### config.mk
export PLATFORM = sky130hd
export DESIGN_NAME = heartbeat_keepalive_monitor
export DESIGN_NICKNAME = d
export VERILOG_FILES = /design/src/rtl/hkm_pkg.sv /design/src/rtl/hkm_cfg.sv /design/src/rtl/hkm_state.sv /design/src/rtl/hkm_wait.sv /design/src/rtl/heartbeat_keepalive_monitor.sv
export SDC_FILE = /design/constraint.sdc
export NUM_CORES = 2
export LEC_CHECK = 0
export ABC_AREA = 1
export BUFFER_PORTS_ARGS = -buffer_cell sky130_fd_sc_hd__buf_2
export CAP_MARGIN = 30
export CORE_UTILIZATION = 65
export CTS_CLUSTER_DIAMETER = 60
export DETAILED_ROUTE_END_ITERATION = 8
export PLACE_DENSITY = 0.91
export SLEW_MARGIN = 30
export SYNTH_ARGS = -nofsm -noshare
export SYNTH_HDL_FRONTEND = slang
export SYNTH_HIERARCHICAL = 1
export SYNTH_SLANG_ARGS = --single-unit
### constraint.sdc
create_clock -name clk -period 10.55 [get_ports clk]
set_input_delay 1.055 -clock clk [delete_from_list [all_inputs] [get_ports clk]]
set_output_delay 1.055 -clock clk [all_outputs]
set_load 0.01 [all_outputs]
### src/rtl/hkm_pkg.sv
// shared types and constants for the heartbeat keepalive monitor
package hkm_pkg;

    localparam int TIME_W   = 48;
    localparam int MS_W     = 20;
    localparam int US_W     = 30;
    localparam int MISS_W   = 8;
    localparam int CFG_W    = 20;
    localparam int IDX_W    = 2;
    localparam int US_PER_MS = 1000;

    // floor(x / 1000) = (x * DIV_RECIP) >> DIV_SHIFT for x below 2^30
    localparam int PROD_W    = 61;
    localparam int DIV_SHIFT = 40;
    localparam logic [30:0] DIV_RECIP = 31'd1099511628;

    localparam logic              RST_ENABLE     = 1'b1;
    localparam logic [MS_W-1:0]   RST_INTERVAL   = 20'd10000;
    localparam logic [MS_W-1:0]   RST_TIMEOUT    = 20'd5000;
    localparam logic [MISS_W-1:0] RST_MAX_MISSED = 8'd3;
    localparam logic [MISS_W-1:0] MISS_SAT       = 8'hFF;

    typedef enum logic [1:0] {
        FUNC_CHECK = 2'd0,
        FUNC_SENT  = 2'd1,
        FUNC_PONG  = 2'd2,
        FUNC_CLEAR = 2'd3
    } func_t;

    typedef enum logic [IDX_W-1:0] {
        REG_ENABLE     = 2'd0,
        REG_INTERVAL   = 2'd1,
        REG_TIMEOUT    = 2'd2,
        REG_MAX_MISSED = 2'd3
    } reg_idx_t;

    typedef struct packed {
        func_t             func;
        logic [TIME_W-1:0] now_us;
    } evt_t;

    typedef struct packed {
        logic              send_due;
        logic              timeout_fired;
        logic              link_dead;
        logic              pong_pending;
        logic [MISS_W-1:0] misses;
        logic [MS_W-1:0]   wait_ms;
    } res_t;

    typedef struct packed {
        logic              enable;
        logic [MS_W-1:0]   ivl_ms;
        logic [US_W-1:0]   ivl_us;
        logic [US_W-1:0]   tmo_us;
        logic [MISS_W-1:0] miss_limit;
    } cfg_t;

    // status after the state update, plus the elapsed time still to be turned into ms
    typedef struct packed {
        logic              due;
        logic              fired;
        logic              dead;
        logic              pending;
        logic [MISS_W-1:0] misses;
        logic              use_interval;
        logic [US_W-1:0]   span_us;
    } stat_t;

endpackage

### src/rtl/hkm_cfg.sv
// configuration registers with precomputed microsecond limits
module hkm_cfg
    import hkm_pkg::*;
(
    input  logic             clk,
    input  logic             rst_n,
    input  logic             wr_en,
    input  logic [IDX_W-1:0] wr_index,
    input  logic [CFG_W-1:0] wr_data,
    output cfg_t             cfg
);

    cfg_t            cfg_reg;
    cfg_t            cfg_next;
    logic [US_W-1:0] data_us;

    assign data_us = US_W'({{(US_W-CFG_W){1'b0}}, wr_data} * US_W'(US_PER_MS));

    always_comb
    begin
        cfg_next = cfg_reg;
        if (wr_en)
        begin
            unique case (reg_idx_t'(wr_index))
                REG_ENABLE:
                begin
                    cfg_next.enable = wr_data[0];
                end
                REG_INTERVAL:
                begin
                    cfg_next.ivl_ms = wr_data[MS_W-1:0];
                    cfg_next.ivl_us = data_us;
                end
                REG_TIMEOUT:
                begin
                    cfg_next.tmo_us = data_us;
                end
                REG_MAX_MISSED:
                begin
                    cfg_next.miss_limit = wr_data[MISS_W-1:0];
                end
                default:
                begin
                    cfg_next = cfg_reg;
                end
            endcase
        end
    end

    always_ff @(posedge clk or negedge rst_n)
    begin
        if (!rst_n)
        begin
            cfg_reg.enable     <= RST_ENABLE;
            cfg_reg.ivl_ms     <= RST_INTERVAL;
            cfg_reg.ivl_us     <= US_W'(RST_INTERVAL * US_PER_MS);
            cfg_reg.tmo_us     <= US_W'(RST_TIMEOUT * US_PER_MS);
            cfg_reg.miss_limit <= RST_MAX_MISSED;
        end
        else
        begin
            cfg_reg <= cfg_next;
        end
    end

    assign cfg = cfg_reg;

endmodule

### src/rtl/hkm_state.sv
// request register, link state update and status register
module hkm_state
    import hkm_pkg::*;
(
    input  logic  clk,
    input  logic  rst_n,
    input  logic  load_req,
    input  logic  fire,
    input  logic  load_stat,
    input  evt_t  evt,
    input  cfg_t  cfg,
    output stat_t stat
);

    evt_t              req_reg;
    stat_t             stat_reg;
    stat_t             stat_next;

    logic [TIME_W-1:0] last_reg;
    logic [TIME_W-1:0] last_next;
    logic              pending_reg;
    logic              pending_next;
    logic              dead_reg;
    logic              dead_next;
    logic [MISS_W-1:0] miss_reg;
    logic [MISS_W-1:0] miss_next;

    logic [TIME_W-1:0] el_old;
    logic [TIME_W-1:0] el_new;
    logic [TIME_W-1:0] interval_w;
    logic              tmo_hit;
    logic              ge_old;
    logic              ge_now;
    logic              ge_new;
    logic [MISS_W-1:0] miss_inc;
    logic              fired;

    assign interval_w = TIME_W'(cfg.ivl_us);
    assign el_old     = req_reg.now_us - last_reg;
    assign tmo_hit    = el_old >= TIME_W'(cfg.tmo_us);
    assign ge_old     = el_old >= interval_w;
    assign ge_now     = req_reg.now_us >= interval_w;
    assign miss_inc   = (miss_reg == MISS_SAT) ? miss_reg : miss_reg + MISS_W'(1);

    always_comb
    begin
        last_next    = last_reg;
        pending_next = pending_reg;
        dead_next    = dead_reg;
        miss_next    = miss_reg;
        fired        = 1'b0;
        el_new       = el_old;
        ge_new       = ge_old;
        if (req_reg.func == FUNC_CLEAR)
        begin
            last_next    = '0;
            pending_next = 1'b0;
            dead_next    = 1'b0;
            miss_next    = '0;
            el_new       = req_reg.now_us;
            ge_new       = ge_now;
        end
        else if (cfg.enable)
        begin
            unique case (req_reg.func)
                FUNC_SENT:
                begin
                    last_next    = req_reg.now_us;
                    pending_next = 1'b1;
                    el_new       = '0;
                    ge_new       = (cfg.ivl_us == '0);
                end
                FUNC_PONG:
                begin
                    pending_next = 1'b0;
                    dead_next    = 1'b0;
                    miss_next    = '0;
                end
                FUNC_CHECK:
                begin
                    if (!dead_reg && pending_reg && tmo_hit)
                    begin
                        pending_next = 1'b0;
                        miss_next    = miss_inc;
                        if (miss_inc >= cfg.miss_limit)
                        begin
                            dead_next = 1'b1;
                            fired     = 1'b1;
                        end
                    end
                end
                default:
                begin
                    pending_next = pending_reg;
                end
            endcase
        end
    end

    always_comb
    begin
        stat_next.use_interval = !cfg.enable || dead_next || pending_next;
        stat_next.due          = !stat_next.use_interval && ge_new;
        stat_next.fired        = fired;
        stat_next.dead         = dead_next;
        stat_next.pending      = pending_next;
        stat_next.misses       = miss_next;
        stat_next.span_us      = el_new[US_W-1:0];
    end

    always_ff @(posedge clk or negedge rst_n)
    begin
        if (!rst_n)
        begin
            last_reg    <= '0;
            pending_reg <= 1'b0;
            dead_reg    <= 1'b0;
            miss_reg    <= '0;
        end
        else if (fire)
        begin
            last_reg    <= last_next;
            pending_reg <= pending_next;
            dead_reg    <= dead_next;
            miss_reg    <= miss_next;
        end
    end

    always_ff @(posedge clk)
    begin
        if (load_req)
        begin
            req_reg <= evt;
        end
        if (load_stat)
        begin
            stat_reg <= stat_next;
        end
    end

    assign stat = stat_reg;

    a_dead_needs_miss: assert property (@(posedge clk) disable iff (!rst_n)
        $rose(dead_reg) |-> (miss_reg != '0))
        else $error("timeout declared with zero miss count");

    a_clear_zeroes: assert property (@(posedge clk) disable iff (!rst_n)
        (fire && req_reg.func == FUNC_CLEAR) |=>
        (last_reg == '0 && !pending_reg && !dead_reg && miss_reg == '0))
        else $error("clear request left state behind");

    a_send_stamps: assert property (@(posedge clk) disable iff (!rst_n)
        $rose(pending_reg) |-> (last_reg == $past(req_reg.now_us)))
        else $error("pong pending without send time");

endmodule

### src/rtl/hkm_wait.sv
// remaining interval in milliseconds by reciprocal multiply
module hkm_wait
    import hkm_pkg::*;
(
    input  logic  clk,
    input  logic  load_diff,
    input  cfg_t  cfg,
    input  stat_t stat,
    output res_t  res_next
);

    stat_t             diff_reg;
    stat_t             diff_next;
    logic [PROD_W-1:0] prod;

    always_comb
    begin
        diff_next         = stat;
        diff_next.span_us = cfg.ivl_us - stat.span_us;
    end

    always_ff @(posedge clk)
    begin
        if (load_diff)
        begin
            diff_reg <= diff_next;
        end
    end

    assign prod = PROD_W'(diff_reg.span_us) * PROD_W'(DIV_RECIP);

    always_comb
    begin
        res_next.send_due      = diff_reg.due;
        res_next.timeout_fired = diff_reg.fired;
        res_next.link_dead     = diff_reg.dead;
        res_next.pong_pending  = diff_reg.pending;
        res_next.misses        = diff_reg.misses;
        priority if (diff_reg.use_interval)
        begin
            res_next.wait_ms = cfg.ivl_ms;
        end
        else if (diff_reg.due)
        begin
            res_next.wait_ms = '0;
        end
        else
        begin
            res_next.wait_ms = prod[DIV_SHIFT+MS_W-1:DIV_SHIFT];
        end
    end

endmodule

### src/rtl/heartbeat_keepalive_monitor.sv
// top level of the heartbeat keepalive monitor
// state update, ms conversion and result are separate stages, fed from the request register
// throughput: one request per cycle while no stall holds the pipeline back
// the ready chain is combinational, so stall backs up only through full stages
// reset: config returns to its defaults, link state and all valid flags clear
module heartbeat_keepalive_monitor
    import hkm_pkg::*;
(
    input  logic             clk,
    input  logic             rst_n,
    input  logic             evt_valid,
    output logic             evt_stall,
    input  evt_t             evt,
    output logic             res_valid,
    input  logic             res_stall,
    output res_t             res,
    input  logic             wr_en,
    input  logic [IDX_W-1:0] wr_index,
    input  logic [CFG_W-1:0] wr_data
);

    cfg_t  cfg;
    stat_t stat;
    res_t  res_next;
    res_t  res_reg;

    logic  req_v_reg;
    logic  stat_v_reg;
    logic  diff_v_reg;
    logic  res_valid_reg;
    logic  rdy_res;
    logic  rdy_diff;
    logic  rdy_stat;
    logic  rdy_req;
    logic  fire;

    assign rdy_res  = !res_valid_reg || !res_stall;
    assign rdy_diff = !diff_v_reg || rdy_res;
    assign rdy_stat = !stat_v_reg || rdy_diff;
    assign rdy_req  = !req_v_reg || rdy_stat;
    assign fire     = req_v_reg && rdy_stat;

    hkm_cfg u_cfg (
        .clk      (clk),
        .rst_n    (rst_n),
        .wr_en    (wr_en),
        .wr_index (wr_index),
        .wr_data  (wr_data),
        .cfg      (cfg)
    );

    hkm_state u_state (
        .clk       (clk),
        .rst_n     (rst_n),
        .load_req  (rdy_req),
        .fire      (fire),
        .load_stat (rdy_stat),
        .evt       (evt),
        .cfg       (cfg),
        .stat      (stat)
    );

    hkm_wait u_wait (
        .clk       (clk),
        .load_diff (rdy_diff),
        .cfg       (cfg),
        .stat      (stat),
        .res_next  (res_next)
    );

    always_ff @(posedge clk or negedge rst_n)
    begin
        if (!rst_n)
        begin
            req_v_reg     <= 1'b0;
            stat_v_reg    <= 1'b0;
            diff_v_reg    <= 1'b0;
            res_valid_reg <= 1'b0;
        end
        else
        begin
            if (rdy_req)
            begin
                req_v_reg <= evt_valid;
            end
            if (rdy_stat)
            begin
                stat_v_reg <= req_v_reg;
            end
            if (rdy_diff)
            begin
                diff_v_reg <= stat_v_reg;
            end
            if (rdy_res)
            begin
                res_valid_reg <= diff_v_reg;
            end
        end
    end

    always_ff @(posedge clk)
    begin
        if (rdy_res)
        begin
            res_reg <= res_next;
        end
    end

    assign evt_stall = !rdy_req;
    assign res_valid = res_valid_reg;
    assign res       = res_reg;

    a_empty_no_stall: assert property (@(posedge clk) disable iff (!rst_n)
        !req_v_reg |-> !evt_stall)
        else $error("request stalled with empty input stage");

    a_fired_is_dead: assert property (@(posedge clk) disable iff (!rst_n)
        res_valid_reg |-> (!res_reg.timeout_fired || res_reg.link_dead))
        else $error("timeout fired without timed-out flag");

    a_due_consistent: assert property (@(posedge clk) disable iff (!rst_n)
        (res_valid_reg && res_reg.send_due) |->
        (res_reg.wait_ms == '0 && !res_reg.pong_pending && !res_reg.link_dead))
        else $error("send due with inconsistent status");

endmodule

# After elaboration in Yosys (flattened, before gate mapping)

Cells that the tools add are included.

Register bits: 313
Output and inout port bits: 34
Word-level logic and storage cells: 110

Add/sub/neg operators: 3
$mul: 2
Order comparisons: 4
Eq/ne operators: 7
Mux-type cells: 26
Bitwise gates (word level): 3
Reduce and logical (&&, ||, !) cells: 30

Operators by type and width:

| operator               | number |
|---|---|
| $ge 48x30->1           | 3 |
| $mux 48                | 3 |
| $mux 30                | 3 |
| $mul 30x29->58 const B | 1 |
| $sub 48x48->48         | 1 |
| $mux 20                | 2 |
| $mux 8                 | 4 |
| $logic_not 30->1       | 1 |
| $sub 30x30->30         | 1 |
| $mul 20x7->27 const B  | 1 |
| $pmux 8 s2             | 1 |
| $mux 1                 | 11 |
| $logic_not 1->1        | 9 |
| $add 8x1->8 const B    | 1 |
| $eq 2x2->1 const B     | 4 |
| $eq 8x8->1 const B     | 1 |
| $ge 8x8->1             | 1 |
| $reduce_and 2->1       | 4 |
| $logic_or 1x1->1       | 6 |
| $eq 2x1->1 const B     | 2 |
| $logic_and 1x1->1      | 4 |
| $logic_not 2->1        | 2 |
| $reduce_bool 2->1      | 2 |
| $reduce_or 4->1        | 1 |
| 4 further kinds        | 6 |

# Logic depth before layout (Yosys ltp)

Depth in word-level cells: 12
Depth in mapped cells: 31

# Hierarchy

The synthesis kept the hierarchy.

By module, submodules not included:

| module                      | instances | cells each | area an instance (um^2) | seq. area each (um^2) |
|---|---|---|---|---|
| hkm_wait                    | 1         | 2508       | 19129.6                 | 1291.2 |
| hkm_state                   | 1         | 1734       | 12554.5                 | 4244.1 |
| hkm_cfg                     | 1         | 857        | 7131.8                  | 2057.0 |
| heartbeat_keepalive_monitor | 1         | 50         | 1133.6                  | 1061.0 |

# Worst setup path after synthesis

Ideal clock, no wire load.

Path kind: register -> register
Start: register u_wait/diff_reg[21] (netlist bit)
End: register res_reg (netlist bit res[13]), data pin
Arrival time: 5.799 ns
Data required time: 10.297 ns
Setup slack: 4.498 ns
Stages on the path, launching flop included: 27
Period minus slack after synthesis: 6.052 ns
Cells stage by stage: edfxtp_1 ha_1 fa_1 fa_1 inv_1 fa_1 inv_1 fa_1 inv_1 fa_1 inv_1 fa_1 inv_1 fa_1 inv_1 ha_1 nand2_1 nor2_1 inv_1 nor3_2 nand2_1 nor2_1 nand2_1 nand3_1 nand2_1 nand3_1 nand2_1

RTL lines:

| what                   | line                               | text |
|---|---|---|
| start, declared        | hkm_wait.sv:12                     | `stat_t diff_reg;` |
| start signal, assigned | hkm_wait.sv:26                     | `diff_reg <= diff_next;` |
| end signal, assigned   | heartbeat_keepalive_monitor.sv:105 | `res_reg <= res_next;` |
| end, declared          | heartbeat_keepalive_monitor.sv:25  | `res_t res_reg;` |

==> flow_metrics.tcl <==
set metrics [dict create \
    final-seq-area_um2 8650 \
    multi_input_area_um2 25900 \
    finalNonFillerCells 6062 \
    crit_required_ns 10.87 \
    final_nets 6283 \
    cp_slowest_stage_delay_ns 0.78 \
    gp_congestion 0.999 \
    ctsRootBufferMaster "clkbuf_16" \
    synth_edf_count 168 \
    grt.total_usage_pct 37.9 \
    cts.sinks 311 \
    cts_buffers 38 \
    clock_path_buffers 3 \
    drt_pass1_iterations 6 \
    tightest_slew_ns 0.907 \
    port_buffers 110 \
    cp_data_arrival_time_ns 7.19 \
    clk_pin_slew_ns 0.06 \
    crit_type "flip-flop to flip-flop" \
    worstSetupStartpointType "flip-flop" \
    critPathBufInv 4 \
    dpl.hpwl_mm 97.8 \
    fin_setup_tns_ns 0 \
    ant_nets 0 \
    cts_setup_buffers 0 \
    finalCriticalPeriod_ns 6.87 \
    post-place-cells 5991 \
    synthArstFlopShare_pct 46.0 \
    ctsHoldBuffers 0 \
    postPlaceCellArea_um2 41200 \
    grt_antenna_before_repair 0 \
    ioPinCount 111 \
    die_w_um 250 \
    grt_max_degree 75 \
    die_area_um2 62500 \
    r2r_slack_ns 3.68 \
    fin_util_pct 70.2 \
    grt_pass1_vias 34400 \
    rsz0062_at_grt "no" \
    final_layout_size_suffix_gt1_share_pct 6.34 \
    cp_slowest_cell "edfxtp_1" \
    drv_cap 0 \
    initial_core_util_pct 65.9 \
    worstSetupEndpointType "flip-flop" \
    final_cell_area_um2 42500 \
    path_cells "ha_1, fa_1, fa_1, inv_1, fa_1, inv_1, fa_1, fa_1, fa_1, inv_1, fa_1, inv_1, ha_1, nand2_1, nor2_1, nand2_1, nor2_1, o21ai_0, nand3_1, nand2_1, nand3_1, nand2_1, nand3_1, nand2_1" \
    slew_headroom_pct 39.5 \
    synthCells 5149 \
    period_share_pct 65.1 \
    grt_pass1_wl_mm 182 \
    synthFlopType "edfxtp_1" \
    finalClockSkew_ns 0.0267 \
    fill_cells 4895 \
    rows 90 \
    clk_latency_ns 0.57 \
    ys_ff_latch 311 \
    die_h_um 250 \
    setup_violations 0 \
    synth-seq-area-share_pct 21.7 \
    via_count 33500 \
    critPathTopFamily "adder cells" \
    wl_mm 117 \
    layout-area-overhead-vs-synth_pct 6.45 \
    core-area_um2 60600 \
    status "completed" \
    diodes 0 \
    drt-vias-per-instance 5.52 \
    ys_warn_count 6 \
    met1_usage_pct 43.4 \
    cts_tree "done" \
    grt_overflow 0 \
    clock.fmax_mhz 146 \
    synthDistinctLibCells 54 \
    top_usage_layer "met2" \
    h-tree-depth 2 \
    syn_area_per_cell_um2 7.76 \
    hold_class "flip-flop to flip-flop" \
    netlist_area_um2 39900 \
    cts_resized 0 \
    grt_use_met2_pct 65.9 \
    cpMostUsedCell "fa_1" \
    wire_per_inst_um 19.2 \
    hold_violations 0 \
    largest_reg_flops 81 \
    cp_max_fo 11 \
    drt-initial-drc-count 2687 \
    use_met3_pct 5.83 \
    drc 0 \
    slew_viol_final 0 \
]
## area by class of cell
type | instances | area share [%]
clock inverters | 14 | 0.432
multi-input cells | 3437 | 60.9
clock buffers | 55 | 2.68
flip-flops and latches | 311 | 20.3
repair buffers | 121 | 1.53
well taps | 782 | 2.30
inverters | 1342 | 11.9
## metal layers
metal	vias up	routed length, um
met3	411	7350
met1	15800	43600
met5	-	0
met2	1325	57200
li1	16000	-
met4	0	8540
## cells in the final DEF, fill, tap and decap left out, types with 13 or more instances in the layout
cell type and instances:
nand2_1 1332, inv_1 1326, ha_1 607, fa_1 348, nor2_1 258, nand3_1 234, edfxtp_1 168, a21oi_1 166
dfrtp_1 119, o21ai_0 112, buf_2 109, xor2_1 50, clkbuf_16 41, nand4_1 41, nor2_2 41, nor3_1 30
o21ai_2 30, a22o_1 29, dfstp_2 24, nand2_2 21, xnor2_1 17, inv_2 14, o21ai_1 14, nand3b_1 13
nor4_1 13
## cell usage after synthesis, types with 9 or more instances
cell	instances	area, um2
o21ai_2	30	263
xnor2_1	17	149
nand3b_1	13	97.6
dfrtp_1	119	2980
nor4_1	13	81.3
dfstp_2	24	631
a22o_1	29	254
nand4_1	41	257
fa_1	348	6970
a21oi_1	166	831
ha_1	607	7590
inv_2	14	52.6
nand2_2	21	131
clkbuf_1	21	78.8
xor2_1	50	438
buf_4	24	180
inv_1	1326	4980
nor3_1	30	150
nor2_1	261	980
nand2_1	1334	5010
edfxtp_1	168	5040
nor2_2	39	244
nand3_1	234	1170
and2_1	9	56.3
o21ai_0	112	561
buf_6	11	124
o21ai_1	14	70.1
## final timing paths
check / startpoint / end / cells past startpoint
max: u_wait/diff_reg[9]$_DFFE_PP_ / res[17]$_DFFE_PP_ / 24
min: u_wait/res_next[27]$_DFFE_PP_ / res[27]$_DFFE_PP_ / 0
max reg2reg: u_wait/diff_reg[9]$_DFFE_PP_ / res[17]$_DFFE_PP_ / 24
min reg2reg: u_wait/res_next[27]$_DFFE_PP_ / res[27]$_DFFE_PP_ / 0
max in group asynchronous: rst_n / u_cfg/cfg[87]$_DFFE_PN0P_ / 2
min in group asynchronous: rst_n / u_state/miss_reg[6]$_DFFE_PN0P_ / 1
## per-stage QoR
step                      hold WS, ns  setup WS (ns)
final                           0.416           3.68
after global routing            0.425           3.40
after CTS                       0.418           3.73
after detailed placement        0.405           3.76
after global placement          0.401           3.84
after floorplan                 0.400           4.50
## cells by family (layout without fill, tap and decap cells)
group / count (synthesis) / in the layout / share of synthesized area (%)
adder cells (fa/ha/maj): 955 / 955 / 36.4
flip-flops: 311 / 311 / 21.7
AND/OR/NAND/NOR: 2018 / 2018 / 21.0
AO/OA/AOI/OAI: 391 / 391 / 5.71
XOR/XNOR: 67 / 67 / 1.47
other: 1 / 6 / 0.00939
buffers and inverters: 1406 / 1532 / 13.7
Power is not shown: default switching activity piles up to over one toggle a cycle in this logic, so the estimate is an artifact.
